<file path="src/hdl/pcb_pkg.sv">
package pcb_pkg;

    localparam int COORD_W = 32;
    // blend numerator 2u + v + bias, kept non-negative
    localparam int SUM_W = COORD_W + 2;
    // reciprocal of 3 as a sum of powers of four, built by doubling
    localparam int RECIP_STEPS = $clog2((SUM_W + 1) / 2);
    localparam int RECIP_DIGITS = 1 << RECIP_STEPS;
    localparam int PROD_W = SUM_W + 2 * RECIP_DIGITS;
    localparam int DIV_LAT = RECIP_STEPS + 2;

    typedef logic signed [COORD_W-1:0] coord_t;
    typedef logic [SUM_W-1:0] sum_t;

    localparam logic [3:0] MODE_MOVE    = 4'd0;
    localparam logic [3:0] MODE_LINE    = 4'd1;
    localparam logic [3:0] MODE_HORIZ   = 4'd2;
    localparam logic [3:0] MODE_VERT    = 4'd3;
    localparam logic [3:0] MODE_QUAD    = 4'd4;
    localparam logic [3:0] MODE_SQUAD   = 4'd5;
    localparam logic [3:0] MODE_CUBIC   = 4'd6;
    localparam logic [3:0] MODE_SCUBIC  = 4'd7;
    localparam logic [3:0] MODE_CLOSE   = 4'd8;

    localparam logic [1:0] KIND_OTHER = 2'd0;
    localparam logic [1:0] KIND_QUAD  = 2'd1;
    localparam logic [1:0] KIND_CUBIC = 2'd2;

    typedef struct packed {
        logic [3:0] mode;
        logic       relative;
        coord_t     a_x;
        coord_t     a_y;
        coord_t     b_x;
        coord_t     b_y;
        coord_t     c_x;
        coord_t     c_y;
    } seg_t;

    typedef struct packed {
        coord_t p0_x;
        coord_t p0_y;
        coord_t p1_x;
        coord_t p1_y;
        coord_t p2_x;
        coord_t p2_y;
        coord_t p3_x;
        coord_t p3_y;
    } bez_t;

    typedef struct packed {
        coord_t p0_x;
        coord_t p0_y;
        coord_t p3_x;
        coord_t p3_y;
    } ends_t;

    typedef struct packed {
        logic  emit;
        ends_t ends;
        sum_t  n1_x;
        sum_t  n1_y;
        sum_t  n2_x;
        sum_t  n2_y;
    } blend_job_t;

endpackage

</file>
<file path="src/hdl/pcb_div3.sv">
// floor(num / 3) - 2^(COORD_W-1): multiply by 0x55..5 through a chain of
// registered shift-adds, then fix the estimate, which is at most one short.
module pcb_div3 (
    input  logic            clk,
    input  logic            en,
    input  pcb_pkg::sum_t   num,
    output pcb_pkg::coord_t quo
);
    import pcb_pkg::*;

    logic [PROD_W-1:0] prod_reg [RECIP_STEPS+1];
    sum_t              num_reg  [RECIP_STEPS+1];
    coord_t            quo_reg;
    sum_t              q_raw, q_fix, rem;

    always_comb
    begin
        q_raw = prod_reg[RECIP_STEPS][2*RECIP_DIGITS +: SUM_W];
        rem   = num_reg[RECIP_STEPS] - q_raw - (q_raw << 1);
        q_fix = (rem >= sum_t'(3)) ? q_raw + sum_t'(1) : q_raw;
    end

    always_ff @(posedge clk)
    begin
        if (en)
        begin
            prod_reg[0] <= PROD_W'(num);
            num_reg[0]  <= num;
            for (int j = 0; j < RECIP_STEPS; j++)
            begin
                // double the count of base-4 digits of the reciprocal
                prod_reg[j+1] <= prod_reg[j] + (prod_reg[j] << (2 << j));
                num_reg[j+1]  <= num_reg[j];
            end
            // drop the bias by flipping the sign bit
            quo_reg <= {~q_fix[COORD_W-1], q_fix[COORD_W-2:0]};
        end
    end

    assign quo = quo_reg;

endmodule

</file>
<file path="config.mk">
export PLATFORM = sky130hd
export DESIGN_NAME = pcb_div3
export DESIGN_NICKNAME = d
export VERILOG_FILES = /design/src/hdl/pcb_pkg.sv /design/src/hdl/pcb_div3.sv
export SDC_FILE = /design/constraint.sdc
export NUM_CORES = 1
export LEC_CHECK = 0
export ABC_AREA = 1
export BUFFER_PORTS_ARGS = -buffer_cell sky130_fd_sc_hd__buf_2
export CAP_MARGIN = 20
export CORE_MARGIN = 2
export CORE_UTILIZATION = 45
export DETAILED_ROUTE_END_ITERATION = 8
export GPL_ROUTABILITY_DRIVEN = 1
export SYNTH_ARGS = -nofsm -noshare
export SYNTH_HDL_FRONTEND = slang
export SYNTH_SLANG_ARGS = --single-unit
</file>
<file path="constraint.sdc">
create_clock -name clk -period 4.2 [get_ports clk]
set_clock_uncertainty 0.2 [all_clocks]
set_input_delay 0.21 -clock clk [delete_from_list [all_inputs] [get_ports clk]]
set_output_delay 0.21 -clock clk [all_outputs]
set_load 0.01 [all_outputs]
</file>
==> flow_summary.yaml, run 1 <==
clock_network:
  cts_buffers: 49
  clock_path_buffers: 3
  cts-root-buf: "clkbuf_16"
  clock_latency_ps: 610
  tritoncts: "built"
  cts-htree-levels: 2
  cts_sinks: 460
  clkTransAtPathRegs_ps: 60
yosys:
  synth_top_area_cell: "edfxtp_1"
  synth_top_cell_area_share: 0.4542
  synth_area_leaders: "edfxtp_1 45%, nand2_1 9.6%, ha_1 9.5%"
  yosysUniqueCellTypes: 48
  synth_cells: 3469
  synth_fp_nets: 3773
  avgSynthCellArea_um2: 8.766
  synth_edf_count: 460
  seq_area_frac_synth: 0.4542
  synthFlopType: "edfxtp_1"
  synth_area_mm2: 0.03041
  synthArstFlopShare: 0
  ys_ff_latch: 460
  yosys_warnings: 0
floorplanning:
  start_util: 0.4536
  die_w_um: 264.0
  io_pins: 68
  core-area_mm2: 0.06704
  die-area_mm2: 0.06967
  die_h_um: 264.0
  row_count: 95
global_route:
  grt_pass1_wl_um: 134000
  grt_usage: 0.2509
  overflow: 0
  grt_start_max_net_pins: 109
  grt_pass1_vias: 23209
  antenna_found_initial: 1
detailed_routing:
  wl_um: 87950
  drt-initial-drc-count: 1826
  drt_first_pass_iters: 5
  vias: 24057
  ant_nets: 0
  wire_per_inst_um: 19.25
  vias_per_cell: 5.266
  drc: 0
timing:
  worst_slew_pin_slew_ps: 1242
  finalCritPeriodShare: 0.9391
  hold_viol: 0
  tns_ps: 0
  slew_headroom: 0.1614
  period_needed_ps: 3944
  finalMaxSlewViolations: 0
  finalSetupViolCount: 0
  max_freq_ghz: 0.2535
worst_setup_path:
  r2r-start: "prod_reg[5][92]$_DFFE_PP_"
  required_ps: 4360
  rr_endpoint: "quo[31]$_DFFE_PP_"
  arrival_ps: 4110
  r2r_slack_ps: 260
  criticalPathCategory: "reg2reg"
  crit_start: "prod_reg[5][92]$_DFFE_PP_"
  worstPathMaxFanout: 32
  cp-start-kind: "register"
  cp-end-kind: "register"
  reg2reg_depth: 17
finish:
  drive_gt1_frac: 0.06306
  antenna_cells: 0
  syn_to_final_growth_pct: 13.03
  multi_input_area_mm2: 0.01462
  layout.nets: 3963
  largest_register_ffs: 224
  fillers: 6351
  most-common-layout-cells: "776 x nand2_1, 519 x inv_1, 460 x edfxtp_1"
  regArea_mm2: 0.01381
  finalInstanceArea_mm2: 0.03437
  final_common_cell: "nand2_1"
min_path:
  min_to: "num_reg[0][23]$_DFFE_PP_"
  hold_depth: 2
  hold_class: "in2reg"
  min-delay-start: "num[23]"
outcome:
  outcome: "complete, no violations"
power_and_ir_drop:
  total_power_uw: 27860
  vdd.ir_drop.worst_mv: 0.4749
  power_leakage_uw: 0.01481
  p_per_area_mw_per_mm2: 810.5
placed_design:
  place_area_mm2: 0.03216
  dpl.hpwl_um: 72370
  place.port_buffers: 67
  finalWeightedCongestion: 0.9738
run:
  drv_cap: 0
==> logic make-up (layout without fill, tap and decap cells) <==
group	count (synthesis)	count (layout)	synth area share
flops	460	460	0.4542
compound gates	538	538	0.1005
simple gates	1436	1436	0.1947
buf+inv	549	775	0.06863
fa+ha+maj	268	268	0.1192
xor+xnor	218	218	0.06279
==> worst max-delay path, cell delays in order (launching register included) <==
cell	delay [ps]
edfxtp_1	450
inv_1	270
fa_1	480
ha_1	420
nand2_1	120
nor2_1	230
nand2_1	140
nor2_1	190
nand4_1	180
nand4_1	160
nand2_1	60
nor2_1	80
nand2_1	70
nor2_1	120
nand4_1	150
buf_12	210
nand2_1	80
nand2_1	60
==> cell type report <==
type	instances	share of cell area
multi-input cells	2460	0.4253
flip-flops and latches	460	0.4019
inverters	539	0.05886
clock buffers	56	0.03644
repair buffers	149	0.03305
well taps	873	0.03178
clock inverters	31	0.01270
==> metrics by stage <==
| stage | setup WS [ps] | instances | hold slack, ps | utilization |
|---|---|---|---|---|
| CTS | 13.61 | 4560 | 67.79 | 0.5102 |
| global route | -9.854 | 4568 | 83.92 | 0.5127 |
| global placement | -54.34 | 4438 | 186.5 | 0.4798 |
| finish | 255.9 | 4568 | 113.3 | 0.5127 |
| floorplan | 940.8 | 3469 | 108.9 | - |
| detailed placement | 49.71 | 4438 | 188.1 | 0.4798 |
==> report_power, final <==
part | total, uW | internal (uW) | leakage, uW | switching [uW]
Sequential | 7860 | 6740 | 0.00451 | 1120
Clock | 4500 | 2660 | 0.000801 | 1840
Combinational | 15500 | 5280 | 0.00951 | 10200
==> synth_stat cells, drive strengths merged (2+ instances only) <==
library cell	n
ha	232
a211oi	5
a21o	25
o221ai	9
nand3	150
nor3	53
a31oi	53
a21boi	11
o21ai	138
o2111ai	2
nand3b	9
a21oi	245
nor3b	2
nand4	37
nor4	31
o21a	19
buf	7
nand2	778
inv	539
and2	5
o211ai	13
xor2	147
edfxtp	460
fa	36
or2	2
and3	6
clkbuf	3
xnor2	71
nor2	361
o21bai	12
==> how the worst max path moves through the flow <==
stage / to / slack (ps) / cells after the start
after global routing: quo[30]$_DFFE_PP_ / -10 / 20
after global placement: quo[4]$_DFFE_PP_ / -50 / 20
after floorplan: quo[1]$_DFFE_PP_ / 940 / 17
after detailed placement: quo[29]$_DFFE_PP_ / 50 / 20
after CTS: quo[31]$_DFFE_PP_ / 10 / 20
final: quo[31]$_DFFE_PP_ / 260 / 17
==> layer usage <==
layer	GRT usage	routed length [um]
met5	0	13
met4	0.07064	2312
met3	0.03812	4866
met2	0.4055	39790
met1	0.3506	40960
==> timing repair <==
action | 4_1_cts | 5_1_grt
hold endpoints to repair | 59 | 0
hold buffers | 35 | 0
buffers inserted | 0 | 8
endpoints found under the setup margin | 0 | 32
gates resized for setup | 0 | 29
(Power assumes the default switching activity.)
==> run 2, diff against run 1 <==
==> constraint.sdc (replaced) <==
create_clock -name clk -period 4.4 [get_ports clk]
set_clock_uncertainty 0.2 [all_clocks]
set_input_delay 0.22 -clock clk [delete_from_list [all_inputs] [get_ports clk]]
set_output_delay 0.22 -clock clk [all_outputs]
set_load 0.01 [all_outputs]
==> run 2 against run 1 <==
  * Worst hold slack got worse by 1.8 ps
  * Sequential power decreased by 3.9%
  * Fmax is 3.1% lower
  * Critical path type unchanged
  * Non-clock buffer count decreased by 33
  * Sequential cell count unchanged
==> flow_summary.yaml, run 2 (synthesized netlist as in run 1, its figures left out) <==
detailed_routing:
  wl_met1_um: 39400
  drt_first_pass_iters: 6
  drc: 0
  top_layer_used: "met4"
  wl_um: 86850
  dr_wl_met2_um: 39940
  route.met3.wl_um: 5410
  vias: 23979
  drt-initial-drc-count: 1964
  ant_nets: 0
  vias_per_cell: 5.286
  wire_per_inst_um: 19.15
worst_setup_path:
  criticalPathCategory: "reg2reg"
  arrival_ps: 4220
  crit_slowest_cell: "edfxtp_1"
  cp-end-kind: "register"
  max_stage_delay_ps: 480
  path_common_cell: "nand2_1"
  required_ps: 4540
  cp-start-kind: "register"
  cp_cell_sequence: "inv_1, fa_1, ha_1, nand2_1, nor2_2, inv_2, nor2_1, nand3b_1, nand3_1, nand2_1, nand2_1, nand2_1, inv_2, nand2_1, nor2_1, nand4_1, buf_4, nand2_1, nand2_1"
  worstPathMaxFanout: 32
global_route:
  grt_usage: 0.2474
  grt_pass1_vias: 22834
  overflow: 0
  grt_pass1_wl_um: 132300
  antenna_found_initial: 1
  grt_start_max_net_pins: 103
power_and_ir_drop:
  vdd.ir_drop.worst_mv: 0.3523
  power_leakage_uw: 0.01464
  p_per_area_mw_per_mm2: 770.3
  total_power_uw: 26130
floorplanning:
  io_pins: 68
  core-area_mm2: 0.06704
  die_w_um: 264.0
  die_h_um: 264.0
  die-area_mm2: 0.06967
  start_util: 0.4536
  row_count: 95
timing:
  finalMaxSlewViolations: 0
  period_needed_ps: 4072
  finalSetupViolCount: 0
  slew_headroom: 0.4418
  tns_ps: 0
  finalCritPeriodShare: 0.9255
  max_freq_ghz: 0.2456
  rsz0062_at_grt: "no"
  worst_slew_pin_slew_ps: 837.4
  hold_viol: 0
clock_network:
  postCtsSetupBuffers: 0
  cts-htree-levels: 2
  clock_latency_ps: 620
  cts_sinks: 460
  cts-root-buf: "clkbuf_16"
  clock_path_buffers: 3
  clkTransAtPathRegs_ps: 60
  tritoncts: "built"
  cts_buffers: 49
finish:
  layout.nets: 3930
  final_util: 0.5060
  most-common-layout-cells: "778 x nand2_1, 530 x inv_1, 460 x edfxtp_1"
  largest_register_ffs: 224
  drive_gt1_frac: 0.04697
  finalNonFillerCells: 4536
  final_common_cell: "nand2_1"
  syn_to_final_growth_pct: 11.56
  fillers: 6435
outcome:
  outcome: "complete, no violations"
placed_design:
  place.port_buffers: 67
  finalWeightedCongestion: 0.9807
  dp.cells: 4413
  dpl.hpwl_um: 71040
min_path:
  hold_class: "in2reg"
run:
  drv_cap: 0
-- run 2: timing repair --
action,CTS,global route
endpoints found under the hold margin,58,0
hold buffers,35,0
resized for setup,0,0
-- run 2: where the power goes --
part	total (uW)	internal, uW	switching, uW
combinational	14400	4810	9600
sequential	7550	6440	1110
clock	4170	2410	1760
-- run 2: worst max-delay path, delay by kind of cell, from the launching register on --
family | cells | cell delay (ps)
buffers and inverters | 4 | 610
and+or+nand+nor | 13 | 1630
adders and majority gates | 2 | 880
DFF | 1 | 480
-- run 2: worst paths after layout --
kind	start	endpoint	slack [ps]	depth (start not counted)
max	prod_reg[5][81]$_DFFE_PP_	quo[11]$_DFFE_PP_	330	19
min	num[32]	num_reg[0][32]$_DFFE_PP_	110	2
max reg2reg	prod_reg[5][81]$_DFFE_PP_	quo[11]$_DFFE_PP_	330	19
min reg2reg	num_reg[1][6]$_DFFE_PP_	num_reg[2][6]$_DFFE_PP_	220	0
-- run 2: per-stage QoR --
step | hold slack, ps | setup slack, ps | area [um^2]
6_report | 111.5 | 327.9 | 33920
5_1_grt | 87.22 | 46.23 | 33920
4_1_cts | 74.32 | 408.8 | 33920
3_5_place_dp | 198.1 | 416.6 | 31950
3_3_place_gp | 196.6 | 383.1 | 31950
2_1_floorplan | 118.9 | 1141 | 30410
-- run 2: cell type report --
cell class / count / area (um^2) / area share
Multi-Input combinational cell: 2460 / 14510 / 0.4277
Clock inverter: 31 / 367.9 / 0.01084
Timing Repair Buffer: 116 / 863.3 / 0.02545
Sequential cell: 460 / 13810 / 0.4072
Antenna cell: 1 / 2.502 / 0.00007377
Tap cell: 873 / 1092 / 0.03220
Inverter: 539 / 2023 / 0.05964
Clock buffer: 56 / 1252 / 0.03692
-- run 2: metal layers --
metal  up-vias  GRT usage
li1      11990          -
met1     11166     0.3408
met2       705     0.4080
met3       118    0.03673
met4         0    0.06588
met5         -          0
==> run 3, diff against run 2 <==
--- a/config.mk
+++ b/config.mk
@@ -6,12 +6,13 @@
 export NUM_CORES = 1
 export LEC_CHECK = 0
 export ABC_AREA = 1
-export BUFFER_PORTS_ARGS = -buffer_cell sky130_fd_sc_hd__buf_2
 export CAP_MARGIN = 20
 export CORE_MARGIN = 2
 export CORE_UTILIZATION = 45
 export DETAILED_ROUTE_END_ITERATION = 8
+export DONT_BUFFER_PORTS = 1
 export GPL_ROUTABILITY_DRIVEN = 1
+export RECOVER_POWER = 50
 export SYNTH_ARGS = -nofsm -noshare
 export SYNTH_HDL_FRONTEND = slang
 export SYNTH_SLANG_ARGS = --single-unit
==> run 3 against run 2 <==
  * The run now ends with negative hold slack left
  * Critical endpoint is now quo[10]$_DFFE_PP_
  * Critical path depth fell by 2
  * Die area did not move
  * Wire length rose by 1.3%
  * Non-clock buffer count fell by 36
  * Sequential cell count did not move
  * Fmax rose by 0.28%
  * Power fell by 0.32%
  * Via count fell by 0.97%
  * Largest power group unchanged
  * Combinational power barely moved
==> flow_summary.yaml, run 3 (synthesized netlist as in run 1, its figures left out) <==
outcome:
  outcome: "finished, violations left"
  violations: "negative hold slack"
worst_setup_path:
  cp-end-kind: "register"
  path_common_cell: "nand2_1"
  cp_cell_sequence: "inv_1, fa_1, ha_1, nand2_1, nor2_2, nand3_1, nand3b_1, nand3_1, nand3_1, nand2_1, a21oi_1, nand2_1, nor2_1, nand4_1, buf_4, nand2_1, nand2_1"
  reg2reg_depth: 17
  criticalPathCategory: "reg2reg"
  worstPathMaxFanout: 22
  max_stage_delay_ps: 460
  required_ps: 4560
  r2r_slack_ps: 340
  arrival_ps: 4230
  cp-start-kind: "register"
  crit_slowest_cell: "fa_1"
finish:
  fillers: 6468
  final_common_cell: "nand2_1"
  drive_gt1_frac: 0.03082
  most-common-layout-cells: "778 x nand2_1, 530 x inv_1, 460 x edfxtp_1"
  largest_register_ffs: 224
  finalNonFillerCells: 4507
  syn_to_final_growth_pct: 11.30
  antenna_cells: 0
  layout.nets: 3897
timing:
  tns_ps: 0
  rsz0062_at_grt: "no"
  finalCritPeriodShare: 0.9229
  finalSetupViolCount: 0
  slew_headroom: 0.01392
  finalMaxSlewViolations: 0
  max_freq_ghz: 0.2462
  holdWs_ps: -398.1
  worst_slew_pin_slew_ps: 1479
  hold_viol: 62
  period_needed_ps: 4061
power_and_ir_drop:
  p_sw_frac: 0.4823
  power.share.combinational: 0.551
  clockPowerShare: 0.157
  p_int_uw: 13490
  p_sw_uw: 12560
  p_per_area_mw_per_mm2: 769.6
  seqPwrFrac: 0.292
  vdd.ir_drop.worst_mv: 0.4215
  power_leakage_uw: 0.01448
clock_network:
  clkTransAtPathRegs_ps: 60
  ctsHoldBuffers: 66
  cts-root-buf: "clkbuf_16"
  clock_latency_ps: 640
  cts_buffers: 52
  postCtsSetupBuffers: 0
  cts_sinks: 460
  clock_path_buffers: 3
  cts-htree-levels: 2
  cts_resized: 0
  tritoncts: "built"
floorplanning:
  start_util: 0.4536
  die_h_um: 264.0
  die-area_mm2: 0.06967
  io_pins: 68
  core-area_mm2: 0.06704
  die_w_um: 264.0
  row_count: 95
global_route:
  grt_pass1_vias: 22875
  grt_pass1_wl_um: 133900
  grt_usage: 0.2513
  grt_start_max_net_pins: 461
  overflow: 0
  antenna_found_initial: 1
detailed_routing:
  vias: 23746
  drc: 0
  wl_um: 87960
  drt-initial-drc-count: 1850
  ant_nets: 0
  wire_per_inst_um: 19.52
  drt_first_pass_iters: 6
  vias_per_cell: 5.269
placed_design:
  finalWeightedCongestion: 0.9703
  dp.cells: 4346
  place.port_buffers: 0
  dpl.hpwl_um: 71200
min_path:
  hold_depth: 0
  hold_class: "in2reg"
run:
  drv_cap: 0
run 3: final timing paths:
kind,end,startpoint
setup reg to reg,quo[10]$_DFFE_PP_,prod_reg[5][72]$_DFFE_PP_
hold reg to reg,num_reg[2][12]$_DFFE_PP_,num_reg[1][12]$_DFFE_PP_
setup / recovery,quo[10]$_DFFE_PP_,prod_reg[5][72]$_DFFE_PP_
hold / removal,prod_reg[3][47]$_DFFE_PP_,en
run 3: power by group through the flow:
stage	combinational, uW	sequential (uW)	clock [uW]
5_1_grt	16100	7650	4370
4_1_cts	14300	7580	4210
3_5_place_dp	14100	7670	0
2_1_floorplan	10100	7010	0
3_3_place_gp	14200	7660	0
6_report	14300	7600	4100
run 3: metrics by stage:
step | util | area (um^2) | setup slack (ps) | total power (uW)
finish | 0.5049 | 33850 | 339.1 | 26050
global route | 0.5049 | 33850 | 83.88 | 28100
CTS | 0.5049 | 33850 | 399.2 | 26060
detailed placement | 0.4707 | 31560 | 411.5 | 21820
global placement | 0.4707 | 31560 | 413.0 | 21900
floorplan | - | 30410 | 1141 | 17130
run 3: cell type report:
class / count / area, um^2 / area share
Inverter: 539 / 2023 / 0.05978
Sequential cell: 460 / 13810 / 0.4081
Tap cell: 873 / 1092 / 0.03227
Clock buffer: 60 / 1331 / 0.03933
Multi-Input combinational cell: 2460 / 14510 / 0.4287
Clock inverter: 35 / 297.8 / 0.008799
Timing Repair Buffer: 80 / 778.2 / 0.02299
run 3: worst max-delay path, delay by kind of cell, from the launching register on:
kind,cells,cell delay (ps)
AOI/OAI and AO/OA,1,110
adders and majority gates,2,860
buffers and inverters,2,510
DFF,1,450
and+or+nand+nor,12,1640
run 3: metal layers:
layer | vias up | GRT usage | routed length, um
met5 | - | 0 | 0
met4 | 0 | 0.07294 | 2514
met3 | 131 | 0.03393 | 4645
met2 | 599 | 0.4242 | 41110
met1 | 11071 | 0.3379 | 39690
li1 | 11945 | - | -
